`src/hw/rtl/ims_pkg.sv`:
```
package ims_pkg;

  localparam int unsigned VAR_BITS    = 8;
  localparam int unsigned GROUP_DEPTH = 8;

  localparam int unsigned TermW = 8;
  localparam int unsigned IdxW  = (GROUP_DEPTH > 1) ? $clog2(GROUP_DEPTH) : 1;
  localparam int unsigned CntW  = $clog2(GROUP_DEPTH + 1);

  localparam logic [TermW-1:0] TermBitsMask =
      TermW'(((64'd1 << VAR_BITS) - 64'd1) & 64'hFF);
  localparam logic [CntW-1:0]  GroupFull    = CntW'(GROUP_DEPTH);

  localparam int unsigned InDataW  = 16;
  localparam int unsigned OutDataW = 24;

  typedef enum logic [2:0] {
    OP_LOAD_A  = 3'd0,
    OP_LOAD_B  = 3'd1,
    OP_COMBINE = 3'd2,
    OP_EMIT    = 3'd3,
    OP_CLEAR   = 3'd4
  } op_e;

  typedef enum logic [1:0] {
    KIND_MERGED   = 2'd0,
    KIND_UNMERGED = 2'd1,
    KIND_STATUS   = 2'd2
  } kind_e;

  typedef enum logic [1:0] {
    S_IDLE,
    S_COMB,
    S_EMIT,
    S_FLUSH
  } state_e;

  typedef struct packed {
    logic load_a;
    logic load_b;
    logic clear;
    logic scan_init;
    logic comb_step;
    logic emit_step;
    logic flush;
  } cmd_t;

  typedef struct packed {
    logic comb_hit;
    logic emit_hit;
    logic comb_end;
    logic emit_end;
    logic comb_empty;
    logic emit_empty;
    logic pend_valid;
    logic out_free;
  } status_t;

endpackage

```
`src/hw/rtl/ims_ctrl.sv`:
```
module ims_ctrl import ims_pkg::*; (
  input  logic    clk_i,
  input  logic    rst_ni,
  input  logic    s_axis_tvalid,
  output logic    s_axis_tready,
  input  logic    [2:0] op_i,
  input  status_t status_i,
  output cmd_t    cmd_o
);

  state_e state_q, state_d;
  logic   stall_comb, stall_emit;

  assign stall_comb = status_i.comb_hit && status_i.pend_valid && !status_i.out_free;
  assign stall_emit = status_i.emit_hit && status_i.pend_valid && !status_i.out_free;

  always_ff @(posedge clk_i or negedge rst_ni) begin
    if (!rst_ni) begin
      state_q <= S_IDLE;
    end else begin
      state_q <= state_d;
    end
  end

  always_comb begin
    state_d       = state_q;
    cmd_o         = '0;
    s_axis_tready = 1'b0;
    unique case (state_q)
      S_IDLE: begin
        s_axis_tready = 1'b1;
        if (s_axis_tvalid) begin
          unique case (op_i)
            OP_LOAD_A: begin
              cmd_o.load_a = 1'b1;
              state_d      = S_FLUSH;
            end
            OP_LOAD_B: begin
              cmd_o.load_b = 1'b1;
              state_d      = S_FLUSH;
            end
            OP_COMBINE: begin
              cmd_o.scan_init = 1'b1;
              if (!status_i.comb_empty) state_d = S_COMB;
            end
            OP_EMIT: begin
              cmd_o.scan_init = 1'b1;
              if (!status_i.emit_empty) state_d = S_EMIT;
            end
            OP_CLEAR: begin
              cmd_o.clear = 1'b1;
            end
            default: begin
            end
          endcase
        end
      end
      S_COMB: begin
        if (!stall_comb) begin
          cmd_o.comb_step = 1'b1;
          if (status_i.comb_end) state_d = S_FLUSH;
        end
      end
      S_EMIT: begin
        if (!stall_emit) begin
          cmd_o.emit_step = 1'b1;
          if (status_i.emit_end) state_d = S_FLUSH;
        end
      end
      S_FLUSH: begin
        if (!status_i.pend_valid) begin
          state_d = S_IDLE;
        end else if (status_i.out_free) begin
          cmd_o.flush = 1'b1;
          state_d     = S_IDLE;
        end
      end
      default: begin
        state_d = S_IDLE;
      end
    endcase
  end

  assert property (@(posedge clk_i) disable iff (!rst_ni)
    state_q == S_IDLE |-> !status_i.pend_valid)
    else $error("pending result left over in idle");

  assert property (@(posedge clk_i) disable iff (!rst_ni)
    cmd_o.flush |-> status_i.out_free && status_i.pend_valid)
    else $error("flush without room or without pending result");

  assert property (@(posedge clk_i) disable iff (!rst_ni)
    (state_q == S_FLUSH) && !status_i.pend_valid |=> state_q == S_IDLE)
    else $error("flush state not left");

endmodule

```
`src/hw/rtl/ims_dpath.sv`:
```
module ims_dpath import ims_pkg::*; (
  input  logic                clk_i,
  input  logic                rst_ni,
  input  logic [InDataW-1:0]  s_data_i,
  input  cmd_t                cmd_i,
  output status_t             status_o,
  output logic                m_valid_o,
  input  logic                m_ready_i,
  output logic [OutDataW-1:0] m_data_o,
  output logic [1:0]          m_kind_o,
  output logic                m_last_o
);

  logic [TermW-1:0] a_val_q [GROUP_DEPTH];
  logic [TermW-1:0] a_msk_q [GROUP_DEPTH];
  logic [TermW-1:0] b_val_q [GROUP_DEPTH];
  logic [TermW-1:0] b_msk_q [GROUP_DEPTH];
  logic [GROUP_DEPTH-1:0] a_mrg_q, a_mrg_d, b_mrg_q, b_mrg_d;
  logic [CntW-1:0] a_cnt_q, a_cnt_d, b_cnt_q, b_cnt_d;
  logic [IdxW-1:0] i_q, i_d, j_q, j_d;

  logic             pend_valid_q, pend_valid_d;
  logic [1:0]       pend_kind_q;
  logic [TermW-1:0] pend_value_q, pend_mask_q;
  logic             pend_ovf_q;

  logic             out_valid_q, out_valid_d;
  logic [1:0]       out_kind_q;
  logic [TermW-1:0] out_value_q, out_mask_q;
  logic             out_ovf_q, out_last_q;

  logic [TermW-1:0] in_mask, in_value;
  logic [TermW-1:0] ea_val, ea_msk, eb_val, eb_msk, diff;
  logic             a_full, b_full, comb_hit, emit_hit, j_end, i_end;
  logic             found, pend_load, push_out, out_free;
  logic [1:0]       cand_kind;
  logic [TermW-1:0] cand_value, cand_mask;
  logic             cand_ovf;

  assign in_mask  = s_data_i[15:8] & TermBitsMask;
  assign in_value = s_data_i[7:0] & TermBitsMask & ~in_mask;

  assign ea_val = a_val_q[i_q];
  assign ea_msk = a_msk_q[i_q];
  assign eb_val = b_val_q[j_q];
  assign eb_msk = b_msk_q[j_q];
  assign diff   = ea_val ^ eb_val;

  assign a_full   = (a_cnt_q == GroupFull);
  assign b_full   = (b_cnt_q == GroupFull);
  assign comb_hit = (ea_msk == eb_msk) && $onehot(diff);
  assign emit_hit = !a_mrg_q[i_q];
  assign i_end    = (CntW'(i_q) == a_cnt_q - CntW'(1));
  assign j_end    = (CntW'(j_q) == b_cnt_q - CntW'(1));
  assign out_free = !out_valid_q || m_ready_i;

  assign found     = (cmd_i.comb_step && comb_hit) || (cmd_i.emit_step && emit_hit);
  assign pend_load = cmd_i.load_a || cmd_i.load_b || found;
  assign push_out  = (found && pend_valid_q) || cmd_i.flush;

  always_comb begin
    priority if (cmd_i.load_a || cmd_i.load_b) begin
      cand_kind  = KIND_STATUS;
      cand_value = in_value;
      cand_mask  = in_mask;
      cand_ovf   = cmd_i.load_a ? a_full : b_full;
    end else if (cmd_i.comb_step) begin
      cand_kind  = KIND_MERGED;
      cand_value = ea_val & eb_val;
      cand_mask  = ea_msk | diff;
      cand_ovf   = 1'b0;
    end else begin
      cand_kind  = KIND_UNMERGED;
      cand_value = ea_val;
      cand_mask  = ea_msk;
      cand_ovf   = 1'b0;
    end
  end

  always_comb begin
    a_cnt_d = a_cnt_q;
    b_cnt_d = b_cnt_q;
    a_mrg_d = a_mrg_q;
    b_mrg_d = b_mrg_q;
    i_d     = i_q;
    j_d     = j_q;
    if (cmd_i.clear) begin
      a_cnt_d = '0;
      b_cnt_d = '0;
      a_mrg_d = '0;
      b_mrg_d = '0;
    end
    if (cmd_i.load_a && !a_full) begin
      a_mrg_d[a_cnt_q[IdxW-1:0]] = 1'b0;
      a_cnt_d                    = a_cnt_q + CntW'(1);
    end
    if (cmd_i.load_b && !b_full) begin
      b_mrg_d[b_cnt_q[IdxW-1:0]] = 1'b0;
      b_cnt_d                    = b_cnt_q + CntW'(1);
    end
    if (cmd_i.scan_init) begin
      i_d = '0;
      j_d = '0;
    end
    if (cmd_i.comb_step) begin
      if (comb_hit) begin
        a_mrg_d[i_q] = 1'b1;
        b_mrg_d[j_q] = 1'b1;
      end
      if (j_end) begin
        j_d = '0;
        i_d = i_q + IdxW'(1);
      end else begin
        j_d = j_q + IdxW'(1);
      end
    end
    if (cmd_i.emit_step) begin
      i_d = i_q + IdxW'(1);
    end
    pend_valid_d = pend_load ? 1'b1 : (cmd_i.flush ? 1'b0 : pend_valid_q);
    out_valid_d  = push_out ? 1'b1 : (out_valid_q && !m_ready_i);
  end

  always_ff @(posedge clk_i or negedge rst_ni) begin
    if (!rst_ni) begin
      a_cnt_q      <= '0;
      b_cnt_q      <= '0;
      a_mrg_q      <= '0;
      b_mrg_q      <= '0;
      i_q          <= '0;
      j_q          <= '0;
      pend_valid_q <= 1'b0;
      out_valid_q  <= 1'b0;
    end else begin
      a_cnt_q      <= a_cnt_d;
      b_cnt_q      <= b_cnt_d;
      a_mrg_q      <= a_mrg_d;
      b_mrg_q      <= b_mrg_d;
      i_q          <= i_d;
      j_q          <= j_d;
      pend_valid_q <= pend_valid_d;
      out_valid_q  <= out_valid_d;
    end
  end

  always_ff @(posedge clk_i) begin
    if (cmd_i.load_a && !a_full) begin
      a_val_q[a_cnt_q[IdxW-1:0]] <= in_value;
      a_msk_q[a_cnt_q[IdxW-1:0]] <= in_mask;
    end
    if (cmd_i.load_b && !b_full) begin
      b_val_q[b_cnt_q[IdxW-1:0]] <= in_value;
      b_msk_q[b_cnt_q[IdxW-1:0]] <= in_mask;
    end
    if (pend_load) begin
      pend_kind_q  <= cand_kind;
      pend_value_q <= cand_value;
      pend_mask_q  <= cand_mask;
      pend_ovf_q   <= cand_ovf;
    end
    if (push_out) begin
      out_kind_q  <= pend_kind_q;
      out_value_q <= pend_value_q;
      out_mask_q  <= pend_mask_q;
      out_ovf_q   <= pend_ovf_q;
      out_last_q  <= cmd_i.flush;
    end
  end

  assign status_o.comb_hit   = comb_hit;
  assign status_o.emit_hit   = emit_hit;
  assign status_o.comb_end   = i_end && j_end;
  assign status_o.emit_end   = i_end;
  assign status_o.comb_empty = (a_cnt_q == '0) || (b_cnt_q == '0);
  assign status_o.emit_empty = (a_cnt_q == '0);
  assign status_o.pend_valid = pend_valid_q;
  assign status_o.out_free   = out_free;

  assign m_valid_o = out_valid_q;
  assign m_kind_o  = out_kind_q;
  assign m_last_o  = out_last_q;
  assign m_data_o  = {7'd0, out_ovf_q, out_mask_q, out_value_q};

  assert property (@(posedge clk_i) disable iff (!rst_ni)
    a_cnt_q <= GroupFull && b_cnt_q <= GroupFull)
    else $error("group count beyond depth");

  assert property (@(posedge clk_i) disable iff (!rst_ni)
    push_out |-> out_free)
    else $error("output register overwritten while held");

  assert property (@(posedge clk_i) disable iff (!rst_ni)
    found && pend_valid_q |=> out_valid_q && !out_last_q)
    else $error("intermediate result not forwarded");

endmodule

```
`src/hw/rtl/implicant_merge_step.sv`:
```
// implicant merge step: one combining round between two implicant groups
// input stream: s_axis_tuser carries the operation (load A, load B,
// combine, emit unmerged A, clear), s_axis_tdata the term value and mask
// output stream: m_axis_tuser carries the result kind, m_axis_tlast marks
// the final result of an operation, m_axis_tdata value, mask and overflow
// one operation is in flight at a time; s_axis_tready is high only when
// the block is idle
// a load returns its status result through the pending and output registers
// a combine walks every A/B pair through the entry comparator, one pair per
// cycle unless a hit is held back by a full output register
// an emit walks group A, one entry per cycle unless a hit is held back likewise
// clear returns nothing
// a found result waits in a pending register until the next one shows up
// or the walk ends, so last can be set; a stalled receiver holds the walk
// at the next hit while the output register is full
// reset empties both groups and clears all merged marks; stored terms are
// not cleared since only entries below each group count are ever read
module implicant_merge_step import ims_pkg::*; (
  input  logic                clk_i,
  input  logic                rst_ni,
  input  logic                s_axis_tvalid,
  output logic                s_axis_tready,
  input  logic [InDataW-1:0]  s_axis_tdata,   // term_value, term_mask
  input  logic [2:0]          s_axis_tuser,   // operation
  output logic                m_axis_tvalid,
  input  logic                m_axis_tready,
  output logic [OutDataW-1:0] m_axis_tdata,   // out_value, out_mask, overflow
  output logic [1:0]          m_axis_tuser,   // kind
  output logic                m_axis_tlast
);

  cmd_t    cmd;
  status_t status;

  ims_ctrl u_ctrl (
    .clk_i         (clk_i),
    .rst_ni        (rst_ni),
    .s_axis_tvalid (s_axis_tvalid),
    .s_axis_tready (s_axis_tready),
    .op_i          (s_axis_tuser),
    .status_i      (status),
    .cmd_o         (cmd)
  );

  ims_dpath u_dpath (
    .clk_i     (clk_i),
    .rst_ni    (rst_ni),
    .s_data_i  (s_axis_tdata),
    .cmd_i     (cmd),
    .status_o  (status),
    .m_valid_o (m_axis_tvalid),
    .m_ready_i (m_axis_tready),
    .m_data_o  (m_axis_tdata),
    .m_kind_o  (m_axis_tuser),
    .m_last_o  (m_axis_tlast)
  );

endmodule

```
`config.mk`:
```
export PLATFORM = sky130hd
export DESIGN_NAME = implicant_merge_step
export DESIGN_NICKNAME = d
export VERILOG_FILES = /design/src/hw/rtl/ims_pkg.sv /design/src/hw/rtl/ims_ctrl.sv /design/src/hw/rtl/ims_dpath.sv /design/src/hw/rtl/implicant_merge_step.sv
export SDC_FILE = /design/constraint.sdc
export NUM_CORES = 1
export LEC_CHECK = 0
export ABC_AREA = 1
export ABC_CLOCK_PERIOD_IN_PS = 6400
export BUFFER_PORTS_ARGS = -buffer_cell sky130_fd_sc_hd__buf_2
export CORE_MARGIN = 2
export CORE_UTILIZATION = 35
export DETAILED_ROUTE_END_ITERATION = 10
export SLEW_MARGIN = 25
export SYNTH_ARGS = -nofsm -noshare
export SYNTH_HDL_FRONTEND = slang
export SYNTH_SLANG_ARGS = --single-unit
```
`constraint.sdc`:
```
create_clock -name clk_i -period 6.4 [get_ports clk_i]
set_input_delay 0 -clock clk_i [delete_from_list [all_inputs] [get_ports clk_i]]
set_output_delay 0 -clock clk_i [all_outputs]
set_load 0.02 [all_outputs]
```
# Yosys cells after proc, flatten, opt, wreduce, memory -nomap -nowiden
# Memory sizes are Yosys's and may differ from the RTL's.
# Cells that the tools add are included.
dict set report op_classes {
  addsub 13
  magnitude_cmp 4
  n_eq_ne 22
  n_mux 58
  n_bitwise 8
  n_reduce_logical 37
}
# cell n
set ops {}
lappend ops {{$mux 8} 8}
lappend ops {{$and 8x8->8} 3}
lappend ops {{$mux 1} 24}
lappend ops {{$mux 3} 7}
lappend ops {{$mux 4} 5}
lappend ops {{$mux 2} 9}
lappend ops {{$not 8->8} 2}
lappend ops {{$or 8x8->8} 2}
lappend ops {{$logic_and 1x1->1} 14}
lappend ops {{$add 4x4->4} 3}
lappend ops {{$ne 3x3->1 const B} 3}
lappend ops {{$reduce_and 9->1} 1}
lappend ops {{$add 1x1->2} 4}
lappend ops {{$add 4x1->4 const B} 2}
lappend ops {{$eq 3x4->1} 2}
lappend ops {{$eq 4x4->1 const B} 2}
lappend ops {{$eq 8x8->1} 1}
lappend ops {{$logic_not 4->1} 2}
lappend ops {{$lt 3x4->1 const B} 2}
lappend ops {{$ne 2x2->1 const B} 4}
lappend ops {{$pmux 2 s4} 1}
lappend ops {{$reduce_bool 2->1} 4}
lappend ops {{$sub 4x1->4 const B} 2}
lappend ops {{$xor 8x8->8} 1}
lappend ops {{18 further kinds} 34}
dict set report totals {
  register_bits 65
  mem_bits_rw 256
  input_bits 23
  out_inout_bits 29
  word_cells 163
  memories 4
}
# memory depth width read_ports rd_ports_with_merged_regs wr line
set memory_table {}
lappend memory_table {u_dpath.a_msk_q 8 8 1 0 1 ims_dpath.sv:15} ;# logic [TermW-1:0] a_msk_q [GROUP_DEPTH];
lappend memory_table {u_dpath.a_val_q 8 8 1 0 1 ims_dpath.sv:14} ;# logic [TermW-1:0] a_val_q [GROUP_DEPTH];
lappend memory_table {u_dpath.b_msk_q 8 8 1 0 1 ims_dpath.sv:17} ;# logic [TermW-1:0] b_msk_q [GROUP_DEPTH];
lappend memory_table {u_dpath.b_val_q 8 8 1 0 1 ims_dpath.sv:16} ;# logic [TermW-1:0] b_val_q [GROUP_DEPTH];

# Depth between registers and ports, before layout
# An unclocked memory read counts as a cell.
dict set report logic_depth {
  ltp_word 16
  mapped_depth 27
  ltp_nobuf 24
}

# Cells and area by module
# From an unflattened synthesis, not the netlist that was laid out.
dict set report unflattened {
  hier_cells 1239
  area_unflattened_um2 13984.7
}
# mod instances cells_each area_each_um2 seq_area_each_um2
set by_module_without_submodules {}
lappend by_module_without_submodules {ims_dpath 1 1187 13651.8 9459.1}
lappend by_module_without_submodules {ims_ctrl 1 52 332.8 50.0}

# Least setup slack after synthesis
# No wires, ideal clock.
dict set report synth_timing {
  path_type {flip-flop to flip-flop}
  start {register u_dpath.j_q[1]}
  end {register u_dpath.out_kind_q[0] (netlist: u_dpath.m_kind_o[0]) (enable)}
  setup_time_ps 425
  arrival_ps 5339
  required_time_ps 5975
  path_slack_ps 636
  path_stages_with_launch 25
  path_buffers 3
  period_less_slack_ps 5764
  cell_sequence {dfrtp_1 -> buf_4 -> inv_1 -> buf_2 -> clkbuf_1 -> o21ai_0 -> o22ai_1 -> nor2_1 -> a31oi_1 -> ha_1 -> ha_1 -> fa_1 -> inv_1 -> fa_1 -> inv_1 -> ha_1 -> fa_1 -> or2_2 -> a21oi_1 -> nand2_1 -> nor2_1 -> nand4_2 -> nand2_1 -> nand2_1 -> o21ai_0}
}
dict set report synth_via {
  elab_chain_len 15
  word_cells_on_any_way 21
  classes_between {add/sub: 7; eq/ne: 2; mux: 2; bitwise: 1; reduce/logical: 7; memory: 2}
}
# element line
set synth_rtl {}
lappend synth_rtl {{from (decl)} ims_dpath.sv:20} ;# logic [IdxW-1:0] i_q, i_d, j_q, j_d;
lappend synth_rtl {{from (signal assigned)} ims_dpath.sv:140} ;# j_q <= j_d;
lappend synth_rtl {{$mem_v2 8x8} --}
lappend synth_rtl {{$xor 8x8->8} ims_dpath.sv:47} ;# assign diff = ea_val ^ eb_val;
lappend synth_rtl {{$add 1x1->2 (not written as such)} ims_dpath.sv:51} ;# assign comb_hit = (ea_msk == eb_msk) && $onehot(diff);
lappend synth_rtl {{$add 4x4->4 (not written as such) (2 in series)} ims_dpath.sv:51}
lappend synth_rtl {{$eq 4x1->1} ims_dpath.sv:51}
lappend synth_rtl {{$logic_and 1x1->1 (*)} ims_dpath.sv:51}
lappend synth_rtl {{$logic_and 1x1->1 (2 in series)} ims_ctrl.sv:14} ;# assign stall_comb = status_i.comb_hit && status_i.pend_valid && !status_i.out_free;
lappend synth_rtl {{$mux 1} ims_ctrl.sv:59} ;# if (!stall_comb) begin
lappend synth_rtl {{$mux 1} ims_ctrl.sv:29} ;# unique case (state_q)
lappend synth_rtl {{$logic_and 1x1->1 (*)} ims_dpath.sv:57} ;# assign found = (cmd_i.comb_step && comb_hit) || (cmd_i.emit_step && emit_hit);
lappend synth_rtl {{$logic_or 1x1->1 (*)} ims_dpath.sv:57}
lappend synth_rtl {{$logic_and 1x1->1 (*)} ims_dpath.sv:59} ;# assign push_out = (found && pend_valid_q) || cmd_i.flush;
lappend synth_rtl {{$logic_or 1x1->1 (*)} ims_dpath.sv:59}
lappend synth_rtl {{named net u_dpath.push_out} ims_dpath.sv:35} ;# logic found, pend_load, push_out, out_free;
lappend synth_rtl {{to (signal assigned)} ims_dpath.sv:162} ;# out_kind_q <= pend_kind_q;
lappend synth_rtl {{to (decl)} ims_dpath.sv:28} ;# logic [1:0] out_kind_q;
# The timed path passes the listed nets; every way through them passes the cells marked *.
# A chain may end at the register's enable or synchronous reset.

# Final worst setup path
dict set report layout_timing {
  start {register u_dpath.j_q[0]}
  end {register u_dpath.out_last_q (netlist: u_dpath.m_last_o) (enable)}
}
dict set report layout_via {
  elab_chain_len 15
  word_cells_on_any_way 21
  classes_between {add/sub: 7; eq/ne: 2; mux: 2; bitwise: 1; reduce/logical: 7; memory: 2}
}
# element line
set layout_rtl {}
lappend layout_rtl {{$mem_v2 8x8} --}
lappend layout_rtl {{$xor 8x8->8} ims_dpath.sv:47}
lappend layout_rtl {{$add 1x1->2 (not written as such)} ims_dpath.sv:51}
lappend layout_rtl {{$add 4x4->4 (not written as such) (2 in series)} ims_dpath.sv:51}
lappend layout_rtl {{$eq 4x1->1} ims_dpath.sv:51}
lappend layout_rtl {{$logic_and 1x1->1 (*)} ims_dpath.sv:51}
lappend layout_rtl {{$logic_and 1x1->1 (2 in series)} ims_ctrl.sv:14}
lappend layout_rtl {{$mux 1} ims_ctrl.sv:59}
lappend layout_rtl {{$mux 1} ims_ctrl.sv:29}
lappend layout_rtl {{$logic_and 1x1->1 (*)} ims_dpath.sv:57}
lappend layout_rtl {{$logic_or 1x1->1 (*)} ims_dpath.sv:57}
lappend layout_rtl {{$logic_and 1x1->1 (*)} ims_dpath.sv:59}
lappend layout_rtl {{$logic_or 1x1->1 (*)} ims_dpath.sv:59}
lappend layout_rtl {{named net u_dpath.push_out} ims_dpath.sv:35}
lappend layout_rtl {{to (signal assigned)} ims_dpath.sv:166} ;# out_last_q <= cmd_i.flush;
lappend layout_rtl {{to (decl)} ims_dpath.sv:30} ;# logic out_ovf_q, out_last_q;
# Marks and branches as above.

==> flow_metrics.env <==
export IMPL_multi_input_area_um2=3710
export IMPL_yosysMostFrequentCell="nand2_1"
export IMPL_holdPathEnd="u_dpath.a_val_q[6][1]"
export IMPL_netlist_area_leader_share=0.638
export IMPL_cp_required_ps=6590
export IMPL_nFillCells=3682
export IMPL_route_detailed_drc=0
export IMPL_cp_num_buf_inv=4
export IMPL_grt_pass1_vias=8944
export IMPL_routed_wirelength_um=34400
export IMPL_worstPathCellList="buf_4 -> o21ai_0 -> o22ai_1 -> nor2_1 -> a31oi_1 -> ha_1 -> ha_1 -> fa_1 -> inv_1 -> fa_1 -> inv_1 -> ha_1 -> fa_1 -> or2_2 -> a21oi_1 -> nand2_1 -> nor2_1 -> nand4_2 -> nand2_1 -> nand2_1 -> o21ai_1 -> buf_4"
export IMPL_seq_area_um2=9510
export IMPL_syn_area_per_cell_um2=11.3
export IMPL_reg2reg_to="u_dpath.m_last_o"
export IMPL_vias_per_cell=4.92
export IMPL_finalSetupViolCount=0
export IMPL_rows=72
export IMPL_ant_nets=0
export IMPL_areaGrowthSynthToFinish_pct=15.3
export IMPL_cp_max_fo=42
export IMPL_synth_main_ff_cell="edfxtp_1"
export IMPL_skew_ps=25.1
export IMPL_outcome="finished clean"
export IMPL_die_area_um2=41300
export IMPL_drv_slew=0
export IMPL_post_cts_buffers=0
export IMPL_hold_viol=0
export IMPL_holdPathStages=3
export IMPL_wl_per_cell_um=18.6
export IMPL_yosysUniqueCellTypes=44
export IMPL_power_share_clock=0.236
export IMPL_netlist_top_cells_area="edfxtp_1 64%, nand2_1 8.0%, dfrtp_1 4.7%, nor2_1 3.9%, inv_1 3.0%"
export IMPL_htreeDepth=2
export IMPL_crit_path_top_delay_cell="fa_1"
export IMPL_reg2reg_depth=22
export IMPL_grt_max_degree=43
export IMPL_ys_ff_latch=321
export IMPL_clkTransAtPathRegs_ps=70
export IMPL_vias=9111
export IMPL_holdCritStartpoint="s_axis_tdata[1]"
export IMPL_dr_pass1_iters=5
export IMPL_syn_instance_count=1225
export IMPL_grt_usage=0.169
export IMPL_leakage_nw=6.28
export IMPL_grt_pass1_wl_um=52900
export IMPL_cts_tree="yes"
export IMPL_yosys_warnings=0
export IMPL_io_buffer_count=44
export IMPL_gp_congestion=0.880
export IMPL_cts_sinks=321
export IMPL_finalNetCount=1362
export IMPL_drt_iter0_markers=827
export IMPL_rsz0062_at_grt="false"
export IMPL_p_int_w=0.00485
export IMPL_place_area_um2=14800
export IMPL_reg2reg_setup_slack_ps=600
export IMPL_switching_share=0.387
export IMPL_cts_max_path_buffers=3
export IMPL_crit_family="adder cells"
export IMPL_timing_rr_start="u_dpath.j_q[0]"
export IMPL_tns_ps=0
export IMPL_startpoint_type="register"
export IMPL_worst_pin_slew_ps=957
export IMPL_synth_top_area_cell="edfxtp_1"
export IMPL_fmax_mhz=173
export IMPL_powerDensity_nw_per_um2=494
export IMPL_finalCriticalPeriod_ps=5800
export IMPL_io_pins=52
export IMPL_fp_dieW_um=203
export IMPL_layout_drive_gt1_share=0.123
export IMPL_end_kind="register"
export IMPL_synthTopCellsByCount="297 x nand2_1, 295 x edfxtp_1, 145 x nor2_1"
export IMPL_worstSkewPairLatency_ps=520
export IMPL_slew_headroom=0.362
export IMPL_diodes=0
export IMPL_initial_core_util=0.357
export IMPL_cts_root_buf="clkbuf_16"
export IMPL_crit_arrival_ps=5980
export IMPL_die_h_um=203
export IMPL_power_frac_comb=0.425
export IMPL_path_class="reg2reg"
export IMPL_grt_overflow_total=0
export IMPL_peakVddDrop_mv=0.320
export IMPL_core_um2=38900
export IMPL_fin_crit_sh=0.905
export IMPL_seq_area_frac_synth=0.685
export IMPL_antenna_found_initial=0
export IMPL_cpPeakStageDelay_ps=530
export IMPL_cts_made_buffers=34
export IMPL_synth_async_sr_flop_share=0.0810
export IMPL_syn_cell_area_um2=13900
export IMPL_power_switching_w=0.00306
export IMPL_fin_area_um2=16000
export IMPL_synth_enable_flop_cells=295
export IMPL_maxCapViolCount=0
export IMPL_hold_path_class="in2reg"
export IMPL_hpwl_um=21700
export IMPL_seq_power_share=0.339
-- what timing repair did --
item / in CTS / in global routing
hold endpoints to repair: 192 / 0
hold buffers: 13 / 0
setup endpoints to repair: 0 / 0
resized for setup: 0 / 0
-- through the flow --
stage / utilization / cells / worst slack (ps) / power [W] / hold slack (ps)
global placement: 0.381 / 1779 / 789 / 0.00598 / 66.2
floorplan: - / 1231 / 636 / 0.00511 / -296
global route: 0.411 / 1850 / 317 / 0.00853 / 22.8
CTS: 0.411 / 1850 / 661 / 0.00793 / 1.36
detailed placement: 0.381 / 1779 / 699 / 0.00604 / 57.5
finish: 0.411 / 1850 / 605 / 0.00791 / 10.0
-- worst register-to-register path, stage by stage, from the launching register on --
cell	delay, ps
dfrtp_2	370
buf_4	420
o21ai_0	210
o22ai_1	210
nor2_1	60
a31oi_1	400
ha_1	350
ha_1	210
fa_1	500
inv_1	50
fa_1	530
inv_1	50
ha_1	190
fa_1	410
or2_2	290
a21oi_1	120
nand2_1	60
nor2_1	160
nand4_2	260
nand2_1	190
nand2_1	80
o21ai_1	80
buf_4	260
-- routing by layer --
layer,part of all wire,track usage
met1,0.47,0.247
met2,0.44,0.259
met3,0.069,0.0328
met4,0.019,0.0428
met5,0,0
-- power groups by stage --
| stage | sequential [W] | clock [W] | combinational (W) |
|---|---|---|---|
| 4_1_cts | 0.00268 | 0.00191 | 0.00333 |
| 2_1_floorplan | 0.00276 | 0 | 0.00235 |
| 3_3_place_gp | 0.00272 | 0 | 0.00326 |
| 3_5_place_dp | 0.00272 | 0 | 0.00332 |
| 5_1_grt | 0.00270 | 0.00200 | 0.00383 |
| 6_report | 0.00268 | 0.00187 | 0.00336 |
-- worst max path at each step --
stage | from | to | slack (ps) | cells past startpoint
after floorplan | u_dpath.j_q[1] | u_dpath.m_kind_o[0] | 640 | 24
after global placement | u_dpath.i_q[2] | u_dpath.out_value_q[4] | 790 | 24
after detailed placement | u_dpath.j_q[0] | u_dpath.out_value_q[7] | 700 | 22
after CTS | u_dpath.j_q[0] | u_dpath.out_mask_q[1] | 660 | 22
after global routing | u_dpath.j_q[1] | u_dpath.out_mask_q[1] | 320 | 22
final | u_dpath.j_q[0] | u_dpath.m_last_o | 600 | 22
-- area by class of cell --
| cell class | count | area share |
|---|---|---|
| clock buffer | 39 | 0.0563 |
| clock inverter | 19 | 0.00899 |
| inverter | 121 | 0.0284 |
| multi-input combinational | 736 | 0.232 |
| sequential | 321 | 0.594 |
| tap | 518 | 0.0405 |
| timing repair buffer | 96 | 0.0402 |
-- cell usage in the layout (no fill, tap or decap), drive strengths merged, types with 2 or more instances in the layout --
master / instances
a31oi: 8
a22oi: 3
clkinv: 17
edfxtp: 295
bufinv: 2
nand3: 69
buf: 83
fa: 4
a221oi: 11
conb: 7
xnor2: 5
o32ai: 4
o22ai: 15
nand2: 300
clkbuf: 39
o21ai: 65
a22o: 15
dfrtp: 26
nand4: 10
nor3: 14
nand3b: 8
clkinvlp: 2
and3: 2
dlygate4sd3: 13
xor2: 6
inv: 119
a21oi: 12
ha: 25
nor2: 146
-- kinds of logic after synthesis --
family / Yosys count / share of synthesized area
other: 1 / 0.000270
flip-flops: 321 / 0.685
XOR/XNOR: 11 / 0.00694
adder cells (fa/ha/maj): 29 / 0.0283
buffers and inverters: 174 / 0.0538
AND/OR/NAND/NOR: 552 / 0.165
AO/OA/AOI/OAI: 137 / 0.0609
-- sequential cells by signal, summed over array words and instances (netlist names), 8 cells and up --
name and count:
u_dpath.a_msk_q 64, u_dpath.a_val_q 64, u_dpath.b_msk_q 64, u_dpath.b_val_q 64, u_dpath.a_mrg_q 8, u_dpath.out_mask_q 8, u_dpath.out_value_q 8, u_dpath.pend_mask_q 8
u_dpath.pend_value_q 8
(Power assumes the default switching activity.)
